===== src/design/pqsi_pkg.sv =====
// shared types, codes and defaults for the sorted priority queue
package pqsi_pkg;

  localparam int DEPTH_DEFAULT         = 16;
  localparam int PRIO_WIDTH_DEFAULT    = 8;
  localparam int PAYLOAD_WIDTH_DEFAULT = 32;

  // fixed field widths of the request and response transactions
  localparam int PRIO_W = 8;
  localparam int PAY_W  = 32;
  localparam int OCC_W  = 5;
  localparam int STAT_W = 2;

  localparam logic REQ_INSERT = 1'b0;
  localparam logic REQ_POP    = 1'b1;

  localparam logic [STAT_W-1:0] ST_OK    = 2'd0;
  localparam logic [STAT_W-1:0] ST_FULL  = 2'd1;
  localparam logic [STAT_W-1:0] ST_EMPTY = 2'd2;

  typedef struct packed {
    logic              req_type;
    logic [PRIO_W-1:0] job_prio;
    logic [PAY_W-1:0]  job_payload;
  } req_t;

  typedef struct packed {
    logic [STAT_W-1:0] status;
    logic              out_valid;
    logic [PRIO_W-1:0] out_prio;
    logic [PAY_W-1:0]  out_payload;
    logic [OCC_W-1:0]  occupancy;
  } rsp_t;

  // per-cycle command broadcast to every cell
  typedef struct packed {
    logic ins;
    logic pop;
  } cell_ctl_t;

endpackage


===== src/design/pqsi_cell.sv =====
// one slot of the sorted store: holds a job and shifts with its neighbors
module pqsi_cell #(
  parameter int PRIO_WIDTH    = pqsi_pkg::PRIO_WIDTH_DEFAULT,
  parameter int PAYLOAD_WIDTH = pqsi_pkg::PAYLOAD_WIDTH_DEFAULT
) (
  input  logic                     clk,
  input  pqsi_pkg::cell_ctl_t      ctl,
  input  logic                     occupied,
  input  logic [PRIO_WIDTH-1:0]    new_prio,
  input  logic [PAYLOAD_WIDTH-1:0] new_payload,
  input  logic                     left_lower,
  input  logic [PRIO_WIDTH-1:0]    left_prio,
  input  logic [PAYLOAD_WIDTH-1:0] left_payload,
  input  logic [PRIO_WIDTH-1:0]    right_prio,
  input  logic [PAYLOAD_WIDTH-1:0] right_payload,
  output logic                     lower,
  output logic [PRIO_WIDTH-1:0]    prio,
  output logic [PAYLOAD_WIDTH-1:0] payload
);
  import pqsi_pkg::*;

  // empty slot or strictly lower priority: new job goes at or before here
  assign lower = !occupied || (prio < new_prio);

  always_ff @(posedge clk) begin
    if (ctl.ins && lower) begin
      if (left_lower) begin
        prio    <= left_prio;
        payload <= left_payload;
      end else begin
        prio    <= new_prio;
        payload <= new_payload;
      end
    end else if (ctl.pop) begin
      prio    <= right_prio;
      payload <= right_payload;
    end
  end

endmodule


===== src/design/priority_queue_sorted_insert.sv =====
// top level: sorted job priority queue built as a row of shifting cells
//
//   channel   | handshake        | payload
//   ----------+------------------+---------------------------
//   request   | start / busy     | req  (req_type, job_prio, job_payload)
//   response  | done (strobe)    | rsp  (status, out_valid, out_prio,
//             |                  |       out_payload, occupancy)
//
// every request is handled without stalling: all cells compare against the new job in
// parallel and shift in the same clock, so busy stays low
// the response appears in the cycle after the request, for one cycle
// synchronous reset empties the queue; slot contents are not cleared
// the response cannot be stalled; a request may follow every cycle
module priority_queue_sorted_insert #(
  parameter int DEPTH         = pqsi_pkg::DEPTH_DEFAULT,
  parameter int PRIO_WIDTH    = pqsi_pkg::PRIO_WIDTH_DEFAULT,
  parameter int PAYLOAD_WIDTH = pqsi_pkg::PAYLOAD_WIDTH_DEFAULT
) (
  input  logic           clk,
  input  logic           rst,
  input  logic           start,
  output logic           busy,
  input  pqsi_pkg::req_t req,
  output logic           done,
  output pqsi_pkg::rsp_t rsp
);
  import pqsi_pkg::*;

  localparam int CW = $clog2(DEPTH + 1);
  localparam logic [CW-1:0] FULL_COUNT = CW'(DEPTH);

  logic [CW-1:0]            count;
  logic [CW-1:0]            count_next;
  logic                     accept;
  logic                     is_full;
  logic                     is_empty;
  cell_ctl_t                ctl;
  logic [PRIO_WIDTH-1:0]    new_prio;
  logic [PAYLOAD_WIDTH-1:0] new_payload;

  logic                     lower_a   [DEPTH];
  logic [PRIO_WIDTH-1:0]    prio_a    [DEPTH];
  logic [PAYLOAD_WIDTH-1:0] payload_a [DEPTH];

  assign busy        = 1'b0;
  assign accept      = start && !busy;
  assign is_full     = (count == FULL_COUNT);
  assign is_empty    = (count == '0);
  assign new_prio    = PRIO_WIDTH'(req.job_prio);
  assign new_payload = PAYLOAD_WIDTH'(req.job_payload);

  assign ctl.ins = accept && (req.req_type == REQ_INSERT) && !is_full;
  assign ctl.pop = accept && (req.req_type == REQ_POP) && !is_empty;

  always_comb begin
    count_next = count;
    if (ctl.ins) begin
      count_next = count + CW'(1);
    end else if (ctl.pop) begin
      count_next = count - CW'(1);
    end
  end

  for (genvar i = 0; i < DEPTH; i++) begin : g_cell
    logic                     l_lower;
    logic [PRIO_WIDTH-1:0]    l_prio;
    logic [PAYLOAD_WIDTH-1:0] l_payload;
    logic [PRIO_WIDTH-1:0]    r_prio;
    logic [PAYLOAD_WIDTH-1:0] r_payload;

    if (i == 0) begin : g_head
      assign l_lower   = 1'b0;
      assign l_prio    = '0;
      assign l_payload = '0;
    end else begin : g_mid
      assign l_lower   = lower_a[i-1];
      assign l_prio    = prio_a[i-1];
      assign l_payload = payload_a[i-1];
    end

    // the tail pulls in don't-care data on a pop; it falls out of range
    if (i == DEPTH - 1) begin : g_tail
      assign r_prio    = '0;
      assign r_payload = '0;
    end else begin : g_body
      assign r_prio    = prio_a[i+1];
      assign r_payload = payload_a[i+1];
    end

    pqsi_cell #(
      .PRIO_WIDTH    (PRIO_WIDTH),
      .PAYLOAD_WIDTH (PAYLOAD_WIDTH)
    ) u_cell (
      .clk           (clk),
      .ctl           (ctl),
      .occupied      (count > CW'(i)),
      .new_prio      (new_prio),
      .new_payload   (new_payload),
      .left_lower    (l_lower),
      .left_prio     (l_prio),
      .left_payload  (l_payload),
      .right_prio    (r_prio),
      .right_payload (r_payload),
      .lower         (lower_a[i]),
      .prio          (prio_a[i]),
      .payload       (payload_a[i])
    );
  end

  always_ff @(posedge clk) begin
    if (rst) begin
      count <= '0;
      done  <= 1'b0;
    end else begin
      count <= count_next;
      done  <= accept;
    end
  end

  // response payload, taken from the head before it shifts out
  always_ff @(posedge clk) begin
    if (accept) begin
      rsp.status      <= ST_OK;
      rsp.out_valid   <= 1'b0;
      rsp.out_prio    <= '0;
      rsp.out_payload <= '0;
      rsp.occupancy   <= OCC_W'(count_next);
      if (req.req_type == REQ_INSERT) begin
        if (is_full) begin
          rsp.status <= ST_FULL;
        end
      end else if (is_empty) begin
        rsp.status <= ST_EMPTY;
      end else begin
        rsp.out_valid   <= 1'b1;
        rsp.out_prio    <= PRIO_W'(prio_a[0]);
        rsp.out_payload <= PAY_W'(payload_a[0]);
      end
    end
  end

endmodule


===== config.mk =====
export PLATFORM = sky130hd
export DESIGN_NAME = priority_queue_sorted_insert
export DESIGN_NICKNAME = d
export VERILOG_FILES = /design/src/design/pqsi_pkg.sv /design/src/design/pqsi_cell.sv /design/src/design/priority_queue_sorted_insert.sv
export SDC_FILE = /design/constraint.sdc
export NUM_CORES = 2
export LEC_CHECK = 0
export BUFFER_PORTS_ARGS = -buffer_cell sky130_fd_sc_hd__buf_2
export CAP_MARGIN = 20
export CORE_MARGIN = 3
export CORE_UTILIZATION = 58
export CTS_BUF_LIST = sky130_fd_sc_hd__clkbuf_4 sky130_fd_sc_hd__clkbuf_8 sky130_fd_sc_hd__clkbuf_16
export DETAILED_ROUTE_END_ITERATION = 7
export PLACE_DENSITY_LB_ADDON = 0.25
export REMOVE_ABC_BUFFERS = 1
export SYNTH_ARGS = -nofsm -noshare
export SYNTH_HDL_FRONTEND = slang
export SYNTH_HIERARCHICAL = 1
export SYNTH_SLANG_ARGS = --single-unit

===== constraint.sdc =====
create_clock -name clk -period 3.58 [get_ports clk]
set_input_delay 0.537 -clock clk [delete_from_list [all_inputs] [get_ports clk]]
set_output_delay 0.537 -clock clk [all_outputs]
set_load 0.02 [all_outputs]

==> out/metrics.csv <==
metric,value,unit
status,finished clean,
max_slew_margin,53.1,%
irDropWorstVdd,0.000450,V
skew,0.0214,ns
die_w,280,µm
fillers,5100,
netlist_instances,2827,
hold_viol_final,0,
yosysWarnings,6,
io_buffers,92,
drive_above_1_share,52.4,%
final_nets,3194,
avgViaCountPerCell,5.72,
cap_violations,0,
hold_path_class,in2reg,
cts_buffers,77,
grt_pass1_vias,24000,
critPathKind,reg2reg,
placed_cells,3912,
start_util,59.1,%
hpwl,63600,µm
die_height,280,µm
netlist_area,0.0435,mm²
grt_pass1_wl,135000,µm
route.final.wire_length,84400,µm
hold_ws,0.206,ns
first_iter_violations,1484,
syn_avg_cell_area,15.4,µm²
gp_congestion,0.814,
tightest_slew,0.704,ns
path_clk_slew,0.05,ns
num_rows,99,
drcViolationCount,0,
cp-start-kind,register,
setup_viol,0,
antenna_found_initial,8,
vias,23200,
p_leak,19.5,nW
io_pins,94,
grt_usage,21.3,%
rsz0062_at_grt,false,
area_growth,10.2,%
slew_violations,0,
wl_per_cell,20.8,µm
cts_tree,done,
finalCritPeriodShare,89.6,%
clock_sinks,694,
antenna_left,0,
clk_latency,0.62,ns
ctsHoldBuffers,0,
max_freq,312,MHz
worstPathRequired,3.94,ns
clk_root_buffer_cell,clkbuf_16,
htreeDepth,3,
fin_crit,3.21,ns
grt_max_degree,55,
cts_setup_buffers,0,
dr.pass1.iters,5,
cts_resized,0,
coreArea,0.0737,mm²
dieArea,0.0784,mm²
cp-end-kind,register,
worst_slack,0.372,ns
cts_buffer_depth,3,
path_max_fanout,32,
p_per_area,839,mW/mm²
pre_cts_slack,0.250,ns
arrival,3.57,ns
grt_remaining_overflow,0,
layoutNonFillerInstCount,4060,
==> layout make-up <==
class,instances,area [µm²],share of cell area [%]
Antenna cell,7,17.5,0.0365
Clock buffer,111,2270,4.74
Clock inverter,30,348,0.725
Inverter,133,499,1.04
Multi-Input combinational cell,1922,20900,43.6
Sequential cell,694,20800,43.3
Tap cell,959,1200,2.50
Timing Repair Buffer,204,1910,3.99
==> placed cells by master, fill, tap and decap left out, drive strengths merged, types with 2 or more instances in the layout <==
cell / instances
mux2: 1169
edfxtp: 688
buf: 204
o21ai: 153
nand2: 137
inv: 133
ha: 118
clkbuf: 111
conb: 83
and3: 41
o21a: 32
nor2: 24
clkinv: 20
nand2b: 18
a21oi: 18
or2: 17
a211o: 16
nand4: 16
a21boi: 16
a2111oi: 16
o211ai: 16
diode: 7
bufinv: 7
nor2b: 6
dfxtp: 6
and2: 5
nor3: 3
clkinvlp: 3
xnor2: 2
a31oi: 2
nand3: 2
a211oi: 2
==> final timing paths <==
kind	start	end	slack [ns]	depth (start not counted)
worst max-delay path	count[0]$_SDFF_PP0_	g_cell[14].u_cell/prio[7]$_DFFE_PP_	0.37	9
worst min-delay path	rst	count[3]$_SDFF_PP0_	0.21	2
worst max register to register	count[0]$_SDFF_PP0_	g_cell[14].u_cell/prio[7]$_DFFE_PP_	0.37	9
worst min register to register	g_cell[15].u_cell/payload[1]$_DFFE_PP_	g_cell[14].u_cell/payload[1]$_DFFE_PP_	0.55	1
==> per-stage QoR <==
stage	cell area (µm²)	setup TNS, ns	utilization, %	power [mW]
final	48000	0	65.1	40.2
after global routing	48000	0	65.1	42.3
after CTS	47900	0	65.0	40.4
after detailed placement	45300	0	61.5	32.2
after global placement	45300	0	61.5	31.3
after floorplan	42200	-633.47	-	28.0
==> state kept, by name, indices dropped and copies added (netlist names) <==
signal                 flops
g_cell.u_cell/payload    512
rsp                       48
count                      5
g_cell.u_cell/prio       128
done                       1
==> worst max-delay path, cell delays in order, from the launching register on <==
cell	delay [ns]
dfxtp_1	0.58
inv_1	0.15
ha_1	0.27
nand4bb_1	0.16
and2_1	0.32
buf_12	0.26
inv_1	0.11
o21ai_4	0.49
buf_4	0.26
mux2_2	0.34
==> power by group <==
group / total, mW / switching (mW) / internal [mW] / leakage (nW)
clock network: 8.15 / 3.22 / 4.93 / 1.31
logic: 16.3 / 6.56 / 9.76 / 11.6
registers: 15.8 / 2.01 / 13.8 / 6.67
total: 40.2 / 11.8 / 28.5 / 19.5
==> metal layers <==
metal  part of all wire (%)  GRT usage (%)
met1                     49           30.8
met4                    1.8           5.98
met5                      0              0
met2                     45           33.7
met3                    4.2           2.95
Note: power is estimated with default switching activity, not from simulation.
